<file path="src/rtl/bwta_pkg.sv">
// ----------------------------------------------------------------------------
// bwta_pkg: shared types and constants for the bounded wait tick accumulator
// Field widths, status codes, limits and the beat layouts of both channels.
// ----------------------------------------------------------------------------
`default_nettype none

package bwta_pkg;

   // Limits of one wait
   localparam longint unsigned MAX_WAIT_TICKS = 64'd4194304;
   localparam longint unsigned POLLS_PER_TICK = 64'd64;

   // Target holds 1..MAX_WAIT_TICKS, poll bound holds up to MAX * POLLS
   localparam int unsigned TARGET_W = $clog2(MAX_WAIT_TICKS + 64'd1);
   localparam int unsigned POLL_W   = $clog2(MAX_WAIT_TICKS * POLLS_PER_TICK + 64'd1);

   // Field widths
   localparam int unsigned WIDTH_W   = 6;
   localparam int unsigned TICKS_W   = 32;
   localparam int unsigned SAMPLE_W  = 32;
   localparam int unsigned ELAPSED_W = 60;

   // Beat widths (rounded up to whole bytes)
   localparam int unsigned REQ_TDATA_W = 64;
   localparam int unsigned RSP_TDATA_W = 64;

   // Accepted counter widths and their masks
   localparam logic [WIDTH_W-1:0]  WIDTH_NARROW = 6'd24;
   localparam logic [WIDTH_W-1:0]  WIDTH_WIDE   = 6'd32;
   localparam logic [SAMPLE_W-1:0] MASK_NARROW  = 32'h00FF_FFFF;
   localparam logic [SAMPLE_W-1:0] MASK_WIDE    = 32'hFFFF_FFFF;

   typedef enum logic {
      OP_BEGIN = 1'b0,
      OP_STEP  = 1'b1
   } op_type;

   typedef enum logic [1:0] {
      ST_OK           = 2'd0,
      ST_BAD_WIDTH    = 2'd1,
      ST_BAD_INTERVAL = 2'd2,
      ST_STALLED      = 2'd3
   } status_type;

   // One input item
   typedef struct packed {
      op_type               op;
      logic [TICKS_W-1:0]   ticks;
      logic [SAMPLE_W-1:0]  sample;
   } item_type;

   // One result item
   typedef struct packed {
      status_type            status;
      logic                  done;
      logic [ELAPSED_W-1:0]  elapsed;
   } result_type;

endpackage

`default_nettype wire

</file>
<file path="src/rtl/bwta_in_reg.sv">
// ----------------------------------------------------------------------------
// bwta_in_reg: input register of the tick accumulator
// Captures one request beat; frees itself whenever the item moves on, so a
// new beat can be taken in the same cycle.
// ----------------------------------------------------------------------------
`default_nettype none

module bwta_in_reg (
   input  wire                                  clock,
   input  wire                                  reset,
   input  wire                                  req_tvalid,
   output logic                                 req_tready,
   input  wire  [bwta_pkg::REQ_TDATA_W-1:0]     req_tdata,   // [31:0] ticks, [63:32] sample
   input  wire  [0:0]                           req_tuser,   // [0] op
   input  wire                                  advance,
   output logic                                 item_valid,
   output bwta_pkg::item_type                   item
);
   import bwta_pkg::*;

   logic     valid_ff, valid_in;
   item_type item_ff;

   // Slot is free if empty or the held item leaves this cycle
   assign req_tready = !valid_ff || advance;

   always_comb begin
      valid_in = valid_ff;
      if (req_tvalid && req_tready) begin
         valid_in = 1'b1;
      end else if (advance) begin
         valid_in = 1'b0;
      end
   end

   always_ff @(posedge clock) begin
      if (reset) begin
         valid_ff <= 1'b0;
      end else begin
         valid_ff <= valid_in;
      end
   end

   // Payload, no reset needed
   always_ff @(posedge clock) begin
      if (req_tvalid && req_tready) begin
         item_ff.op     <= op_type'(req_tuser[0]);
         item_ff.ticks  <= req_tdata[TICKS_W-1:0];
         item_ff.sample <= req_tdata[TICKS_W +: SAMPLE_W];
      end
   end

   assign item_valid = valid_ff;
   assign item       = item_ff;

endmodule

`default_nettype wire

</file>
<file path="src/rtl/bwta_fold.sv">
// ----------------------------------------------------------------------------
// bwta_fold: wait state and per-item arithmetic
// Holds target, poll limit, elapsed count and last sample; works out the
// result of the held item and commits the new state when it moves on.
// ----------------------------------------------------------------------------
`default_nettype none

module bwta_fold (
   input  wire                                  clock,
   input  wire                                  reset,
   input  wire                                  advance,
   input  wire  bwta_pkg::item_type             item,
   input  wire  [bwta_pkg::WIDTH_W-1:0]         counter_width,
   output bwta_pkg::result_type                 result
);
   import bwta_pkg::*;

   logic [TARGET_W-1:0]  target_ff,  target_in;
   logic [ELAPSED_W-1:0] elapsed_ff, elapsed_in;
   logic [POLL_W-1:0]    poll_ff,    poll_in;
   logic [POLL_W-1:0]    bound_ff,   bound_in;
   logic [SAMPLE_W-1:0]  last_ff,    last_in;
   logic                 wide_ff,    wide_in;

   logic                 width_ok, interval_ok, begin_wide;
   logic [SAMPLE_W-1:0]  begin_mask, step_mask, masked, delta;
   logic [ELAPSED_W:0]   sum;
   logic [ELAPSED_W-1:0] elapsed_sat;

   // Begin checks
   assign begin_wide  = (counter_width == WIDTH_WIDE);
   assign width_ok    = (counter_width == WIDTH_NARROW) || begin_wide;
   assign interval_ok = (item.ticks != '0) &&
                        (item.ticks <= TICKS_W'(MAX_WAIT_TICKS));
   assign begin_mask  = begin_wide ? MASK_WIDE : MASK_NARROW;

   // Step: wrap-folded delta, saturating add
   assign step_mask   = wide_ff ? MASK_WIDE : MASK_NARROW;
   assign masked      = item.sample & step_mask;
   assign delta       = (masked - last_ff) & step_mask;
   assign sum         = {1'b0, elapsed_ff} + (ELAPSED_W + 1)'(delta);
   assign elapsed_sat = sum[ELAPSED_W] ? {ELAPSED_W{1'b1}} : sum[ELAPSED_W-1:0];

   always_comb begin
      target_in      = target_ff;
      elapsed_in     = elapsed_ff;
      poll_in        = poll_ff;
      bound_in       = bound_ff;
      last_in        = last_ff;
      wide_in        = wide_ff;
      result.status  = ST_OK;
      result.done    = 1'b0;
      result.elapsed = '0;
      case (item.op)
         OP_BEGIN: begin
            if (!width_ok) begin
               result.status = ST_BAD_WIDTH;
            end else if (!interval_ok) begin
               result.status = ST_BAD_INTERVAL;
            end else begin
               target_in  = item.ticks[TARGET_W-1:0];
               elapsed_in = '0;
               poll_in    = '0;
               bound_in   = POLL_W'(item.ticks[TARGET_W-1:0]) * POLL_W'(POLLS_PER_TICK);
               wide_in    = begin_wide;
               last_in    = item.sample & begin_mask;
            end
         end
         OP_STEP: begin
            if (poll_ff >= bound_ff) begin
               result.status  = ST_STALLED;
               result.elapsed = elapsed_ff;
            end else begin
               poll_in        = poll_ff + POLL_W'(1);
               elapsed_in     = elapsed_sat;
               last_in        = masked;
               result.done    = (elapsed_sat >= ELAPSED_W'(target_ff));
               result.elapsed = elapsed_sat;
            end
         end
         default: begin
            result.status = ST_OK;
         end
      endcase
   end

   // Commit state as the item leaves for the result register
   always_ff @(posedge clock) begin
      if (reset) begin
         target_ff  <= '0;
         elapsed_ff <= '0;
         poll_ff    <= '0;
         bound_ff   <= '0;
         last_ff    <= '0;
         wide_ff    <= 1'b0;
      end else if (advance) begin
         target_ff  <= target_in;
         elapsed_ff <= elapsed_in;
         poll_ff    <= poll_in;
         bound_ff   <= bound_in;
         last_ff    <= last_in;
         wide_ff    <= wide_in;
      end
   end

endmodule

`default_nettype wire

</file>
<file path="src/rtl/bounded_wait_tick_accumulator.sv">
// ----------------------------------------------------------------------------
// bounded_wait_tick_accumulator: bounded wait on a wrapping timer
// Follows one wait on a free-running 24- or 32-bit counter.
// ----------------------------------------------------------------------------
// Usage:
//   req_* carries items: tuser[0] is op (begin or step), tdata holds the
//   requested ticks and a raw counter sample. rsp_* returns one beat per
//   item with status, done flag and elapsed ticks, in item order.
//   csr_we/csr_wdata write the counter width; it is sampled at begin only,
//   so write it while no item is in flight.
// Pipeline and throughput:
//   A request beat passes the input register, then the result register.
//   One item per cycle is sustained while rsp_tready is high; the per-item
//   work is one 61-bit saturating add and compare in the fold stage.
// Reset:
//   Synchronous, active high. Both registers empty, width 24, poll limit
//   zero, so any step before an accepted begin reports stalled.
// Backpressure:
//   While rsp_tready is low the result register holds; the input register
//   takes one more beat, then req_tready drops until the result drains.
// ----------------------------------------------------------------------------
`default_nettype none

module bounded_wait_tick_accumulator (
   input  wire                                  clock,
   input  wire                                  reset,
   // Request channel
   input  wire                                  req_tvalid,
   output logic                                 req_tready,
   input  wire  [bwta_pkg::REQ_TDATA_W-1:0]     req_tdata,   // [31:0] ticks, [63:32] sample
   input  wire  [0:0]                           req_tuser,   // [0] op
   // Response channel
   output logic                                 rsp_tvalid,
   input  wire                                  rsp_tready,
   output logic [bwta_pkg::RSP_TDATA_W-1:0]     rsp_tdata,   // [1:0] status, [2] done_res,
                                                              // [62:3] elapsed_ticks, [63] zero
   // Configuration
   input  wire                                  csr_we,
   input  wire  [bwta_pkg::WIDTH_W-1:0]         csr_wdata
);
   import bwta_pkg::*;

   logic                 item_valid, advance;
   item_type             item;
   result_type           result;
   logic [WIDTH_W-1:0]   width_ff;
   logic                 out_valid_ff, out_valid_in;
   result_type           out_ff;

   // Counter width register
   always_ff @(posedge clock) begin
      if (reset) begin
         width_ff <= WIDTH_NARROW;
      end else if (csr_we) begin
         width_ff <= csr_wdata;
      end
   end

   // Held item moves on when the result register is free or draining
   assign advance = item_valid && (!out_valid_ff || rsp_tready);

   bwta_in_reg u_in_reg (
      .clock      (clock),
      .reset      (reset),
      .req_tvalid (req_tvalid),
      .req_tready (req_tready),
      .req_tdata  (req_tdata),
      .req_tuser  (req_tuser),
      .advance    (advance),
      .item_valid (item_valid),
      .item       (item)
   );

   bwta_fold u_fold (
      .clock         (clock),
      .reset         (reset),
      .advance       (advance),
      .item          (item),
      .counter_width (width_ff),
      .result        (result)
   );

   // Result register
   always_comb begin
      out_valid_in = out_valid_ff;
      if (advance) begin
         out_valid_in = 1'b1;
      end else if (rsp_tready) begin
         out_valid_in = 1'b0;
      end
   end

   always_ff @(posedge clock) begin
      if (reset) begin
         out_valid_ff <= 1'b0;
      end else begin
         out_valid_ff <= out_valid_in;
      end
   end

   always_ff @(posedge clock) begin
      if (advance) begin
         out_ff <= result;
      end
   end

   assign rsp_tvalid = out_valid_ff;
   assign rsp_tdata  = {1'b0, out_ff.elapsed, out_ff.done, out_ff.status};

   // A held item never overwrites a result that is still waiting
   a_no_overwrite: assert property (@(posedge clock) disable iff (reset)
      (out_valid_ff && !rsp_tready) |-> !advance)
      else $error("result register overwritten while stalled");

   // Done is only raised on a successful step
   a_done_ok: assert property (@(posedge clock) disable iff (reset)
      (rsp_tvalid && out_ff.done) |-> (out_ff.status == ST_OK))
      else $error("done flagged with non-ok status");

   // Rejected begins carry no elapsed count
   a_reject_zero: assert property (@(posedge clock) disable iff (reset)
      (rsp_tvalid && (out_ff.status == ST_BAD_WIDTH ||
                      out_ff.status == ST_BAD_INTERVAL))
      |-> (out_ff.elapsed == '0 && !out_ff.done))
      else $error("rejected begin reported elapsed ticks");

   // An accepted request beat that advances from the input register yields a result beat
   a_result_follows: assert property (@(posedge clock) disable iff (reset)
      (req_tvalid && req_tready && (!out_valid_ff || rsp_tready)) |=>
      (item_valid && advance) |=> rsp_tvalid)
      else $error("accepted beat did not reach the result register");

endmodule

`default_nettype wire
</file>
<file path="config.mk">
export PLATFORM = sky130hd
export DESIGN_NAME = bounded_wait_tick_accumulator
export DESIGN_NICKNAME = d
export VERILOG_FILES = /design/src/rtl/bwta_pkg.sv /design/src/rtl/bwta_in_reg.sv /design/src/rtl/bwta_fold.sv /design/src/rtl/bounded_wait_tick_accumulator.sv
export SDC_FILE = /design/constraint.sdc
export NUM_CORES = 1
export LEC_CHECK = 0
export BUFFER_PORTS_ARGS = -buffer_cell sky130_fd_sc_hd__buf_2
export CAP_MARGIN = 20
export CORE_ASPECT_RATIO = 1.75
export CORE_MARGIN = 2
export CORE_UTILIZATION = 45
export CTS_CLUSTER_DIAMETER = 200
export DETAILED_ROUTE_END_ITERATION = 12
export GPL_TIMING_DRIVEN = 1
export PLACE_DENSITY = 0.68
export SLEW_MARGIN = 20
export SYNTH_ARGS = -nofsm -noshare
export SYNTH_HDL_FRONTEND = slang
export SYNTH_HIERARCHICAL = 1
export SYNTH_SLANG_ARGS = --single-unit
</file>
<file path="constraint.sdc">
create_clock -name clock -period 16.15 [get_ports clock]
set_input_delay 2.4225 -clock clock [delete_from_list [all_inputs] [get_ports clock]]
set_output_delay 2.4225 -clock clock [all_outputs]
set_load 0.01 [all_outputs]
</file>
==> results.sh <==
export IMPL_cp_start_kind="flop"
export IMPL_ant_nets=0
export IMPL_drt_first_pass_iters=5
export IMPL_die_area_um2=37900
export IMPL_cts_root_buf="clkbuf_16"
export IMPL_clockBufferDepth=3
export IMPL_criticalPathCategory="flop to flop"
export IMPL_coreArea_um2=35910
export IMPL_clock_sink_count=281
export IMPL_place_inst=2370
export IMPL_synth_common_cells="261 x nor2_1, 161 x nand2_1, 153 x dfxtp_1"
export IMPL_skew_ns=0.01901
export IMPL_dp_final_hpwl_mm=32.80
export IMPL_dieWidth_um=148.0
export IMPL_synth_ff_type="dfxtp_1"
export IMPL_cp_data_required_time_ns=16.44
export IMPL_ys_ff_latch=281
export IMPL_rows=92
export IMPL_grt_pass1_vias=13711
export IMPL_power_switching_uw=381.0
export IMPL_avgSynthCellArea_um2=8.892
export IMPL_postCtsHoldBufs=0
export IMPL_initial_core_util_pct=45.48
export IMPL_cp_common_cell="nor2_1"
export IMPL_grtUsageMet1_pct=25.24
export IMPL_ios=142
export IMPL_yosysSeqAreaShare_pct=42.28
export IMPL_path_max_fanout=15
export IMPL_synthCells=1837
export IMPL_synth_async_reset_ratio_pct=0
export IMPL_num_vias=13943
export IMPL_clockPowerShare_pct=41.0
export IMPL_drv_slew=0
export IMPL_synth_area_top_cells="edfxtp_1 24%, dfxtp_1 19%, ha_1 8.6%, nor2_1 6.0%, a21oi_1 4.6%"
export IMPL_cts_tree="yes"
export IMPL_grtUsageMet3_pct=2.406
export IMPL_rsz0062_at_grt="no"
export IMPL_ir_drop_mv=0.09817
export IMPL_finalCritPeriodShare_pct=53.90
export IMPL_grt_ovfl_total=0
export IMPL_grt_pass1_wl_mm=70.86
export IMPL_end_kind="flop"
export IMPL_drive_gt1_share_pct=12.36
export IMPL_setup_violations=0
export IMPL_drc=0
export IMPL_synth_edff_count=128
export IMPL_drt_initial_drc_count=950
export IMPL_cpPeakStageDelay_ns=0.54
export IMPL_arrival_ns=9.00
export IMPL_htreeDepth=1
export IMPL_min_path_type="flop to flop"
export IMPL_p_leak_nw=7.168
export IMPL_slew_headroom_pct=22.17
export IMPL_yosysMostFrequentCell="nor2_1"
export IMPL_syn_cell_area_um2=16330
export IMPL_yosysUniqueCellTypes=88
export IMPL_sw_frac_of_total_pct=24.26
export IMPL_antenna_found_initial=0
export IMPL_outcome="complete, no violations"
export IMPL_cts_repair_resized=0
export IMPL_worstSkewPairLatency_ns=0.58
export IMPL_crit_slowest_cell="and2_1"
export IMPL_hold_viol_final=0
export IMPL_post_cts_buffers=0
export IMPL_grt_start_max_net_pins=79
export IMPL_tightest_slew_ns=1.162
export IMPL_maxCapViolCount=0
export IMPL_wirelength_mm=45.30
export IMPL_die_height_um=256.0
export IMPL_clock_fmax_ghz=0.1149
export IMPL_nets=2119
export IMPL_synth_nets=2027
export IMPL_place_gp_congestion=0.9522
export IMPL_grt_busiest_layer="met2"
export IMPL_synth_top_area_share_pct=23.53
export IMPL_area_delta_synth_final_pct=12.08
export IMPL_setup_tns_ns=0
export IMPL_final_min_clock_period_ns=8.705
export IMPL_seqPwrFrac_pct=49.4
export IMPL_n_antenna_cell=0
export IMPL_p_comb_share_pct=9.6
export IMPL_wl_per_cell_um=18.72
export IMPL_p_per_area_nw_per_um2=85.79
export IMPL_vias_per_cell=5.762
export IMPL_synth_top_area_cell="edfxtp_1"
export IMPL_yosys_warnings=6
export IMPL_grt_util_met2_pct=43.34
export IMPL_cts_made_buffers=27
export IMPL_intPower_mw=1.190
export IMPL_fin_cells=2420
export IMPL_numPortBuffers=140
export IMPL_track_usage_pct=23.42
export IMPL_clk_pin_slew_ns=0.06
## cells in the final DEF (no fill, tap or decap), types with 13 or more instances in the layout
cell,count
nor2_1,261
nand2_1,159
dfxtp_1,153
a21oi_1,149
buf_2,139
edfxtp_1,128
ha_1,112
inv_1,102
o21ai_0,73
nand3_1,62
xor2_1,43
a31oi_1,41
xnor2_1,39
mux2i_1,38
a21o_1,35
a211oi_1,31
nor3_1,30
clkbuf_16,29
nand4_1,27
and3_1,20
o21a_1,19
and2_1,19
buf_4,16
nor4_1,16
a311oi_1,13
## layout make-up
class                   count  area [um^2]
clock buffers              37        765.7
clock inverters            13        132.6
repair buffers            155        815.8
multi-input cells        1361         8712
inverters                 103        386.6
flip-flops and latches    281         6907
fillers                  3381        17610
well taps                 470        588.1
## power by group through the flow
stage	Clock, mW	Sequential [mW]	Combinational (mW)
after floorplan	0	0.794	0.0971
final	0.645	0.776	0.150
after global routing	0.685	0.777	0.167
after detailed placement	0	0.791	0.151
after global placement	0	0.791	0.147
after CTS	0.662	0.776	0.151
## metrics by stage
stage               power (mW)  hold WS, ns  setup slack, ns  area, um^2  util (%)
floorplan               0.8909       0.4319            8.771       16330         -
global placement        0.9378       0.4382            7.937       17410     48.47
detailed placement      0.9419       0.4447            7.630       17410     48.47
CTS                      1.589       0.4531            7.589       18310     50.98
global route             1.630       0.4707            6.718       18310     50.98
finish                   1.571       0.4507            7.445       18310     50.98
## final timing paths
| check | start | end | slack [ns] | cells after the start |
|---|---|---|---|---|
| worst max-delay path | u_fold/last_ff[1]$_SDFFE_PP0P_ | rsp_tdata[2]$_DFFE_PP_ | 7.44 | 36 |
| worst min-delay path | u_fold/last_ff[4]$_SDFFE_PP0P_ | u_fold/last_ff[4]$_SDFFE_PP0P_ | 0.45 | 2 |
| worst max register to register | u_fold/last_ff[1]$_SDFFE_PP0P_ | rsp_tdata[2]$_DFFE_PP_ | 7.44 | 36 |
| worst min register to register | u_fold/last_ff[4]$_SDFFE_PP0P_ | u_fold/last_ff[4]$_SDFFE_PP0P_ | 0.45 | 2 |
## cell families after synthesis
logic type | count (synthesis) | share of synthesized area, %
AOI/OAI and AO/OA | 441 | 17.29
DFF | 281 | 42.28
and+or+nand+nor | 683 | 20.08
xor gates and xnor gates | 82 | 4.397
other | 1 | 0.02296
adders and majority gates | 114 | 8.824
muxes | 40 | 2.489
buffers and inverters | 195 | 4.611
## metal layers
metal	part of all wire, %	vias up
met5	0	-
met4	6.5	0
met3	4.7	157
met2	52	483
met1	37	6545
li1	-	6758
## critical path, delay by kind of cell (launching register included)
family | cells | cell delay (ns)
compound gates | 16 | 3.70
simple gates | 13 | 3.02
fa+ha+maj | 3 | 0.84
flops | 1 | 0.38
buf+inv | 3 | 0.30
xor+xnor | 1 | 0.21
## sequential cells by signal, summed over array words and instances, names as in the netlist
register,count
u_in_reg/item,65
rsp_tdata,63
u_fold/elapsed_ff,60
u_fold/last_ff,32
u_fold/poll_ff,29
u_fold/bound_ff,23
width_ff,6
rsp_tvalid,1
u_fold/wide_ff,1
u_in_reg/item_valid,1
Power figures use the tool's default switching activity.
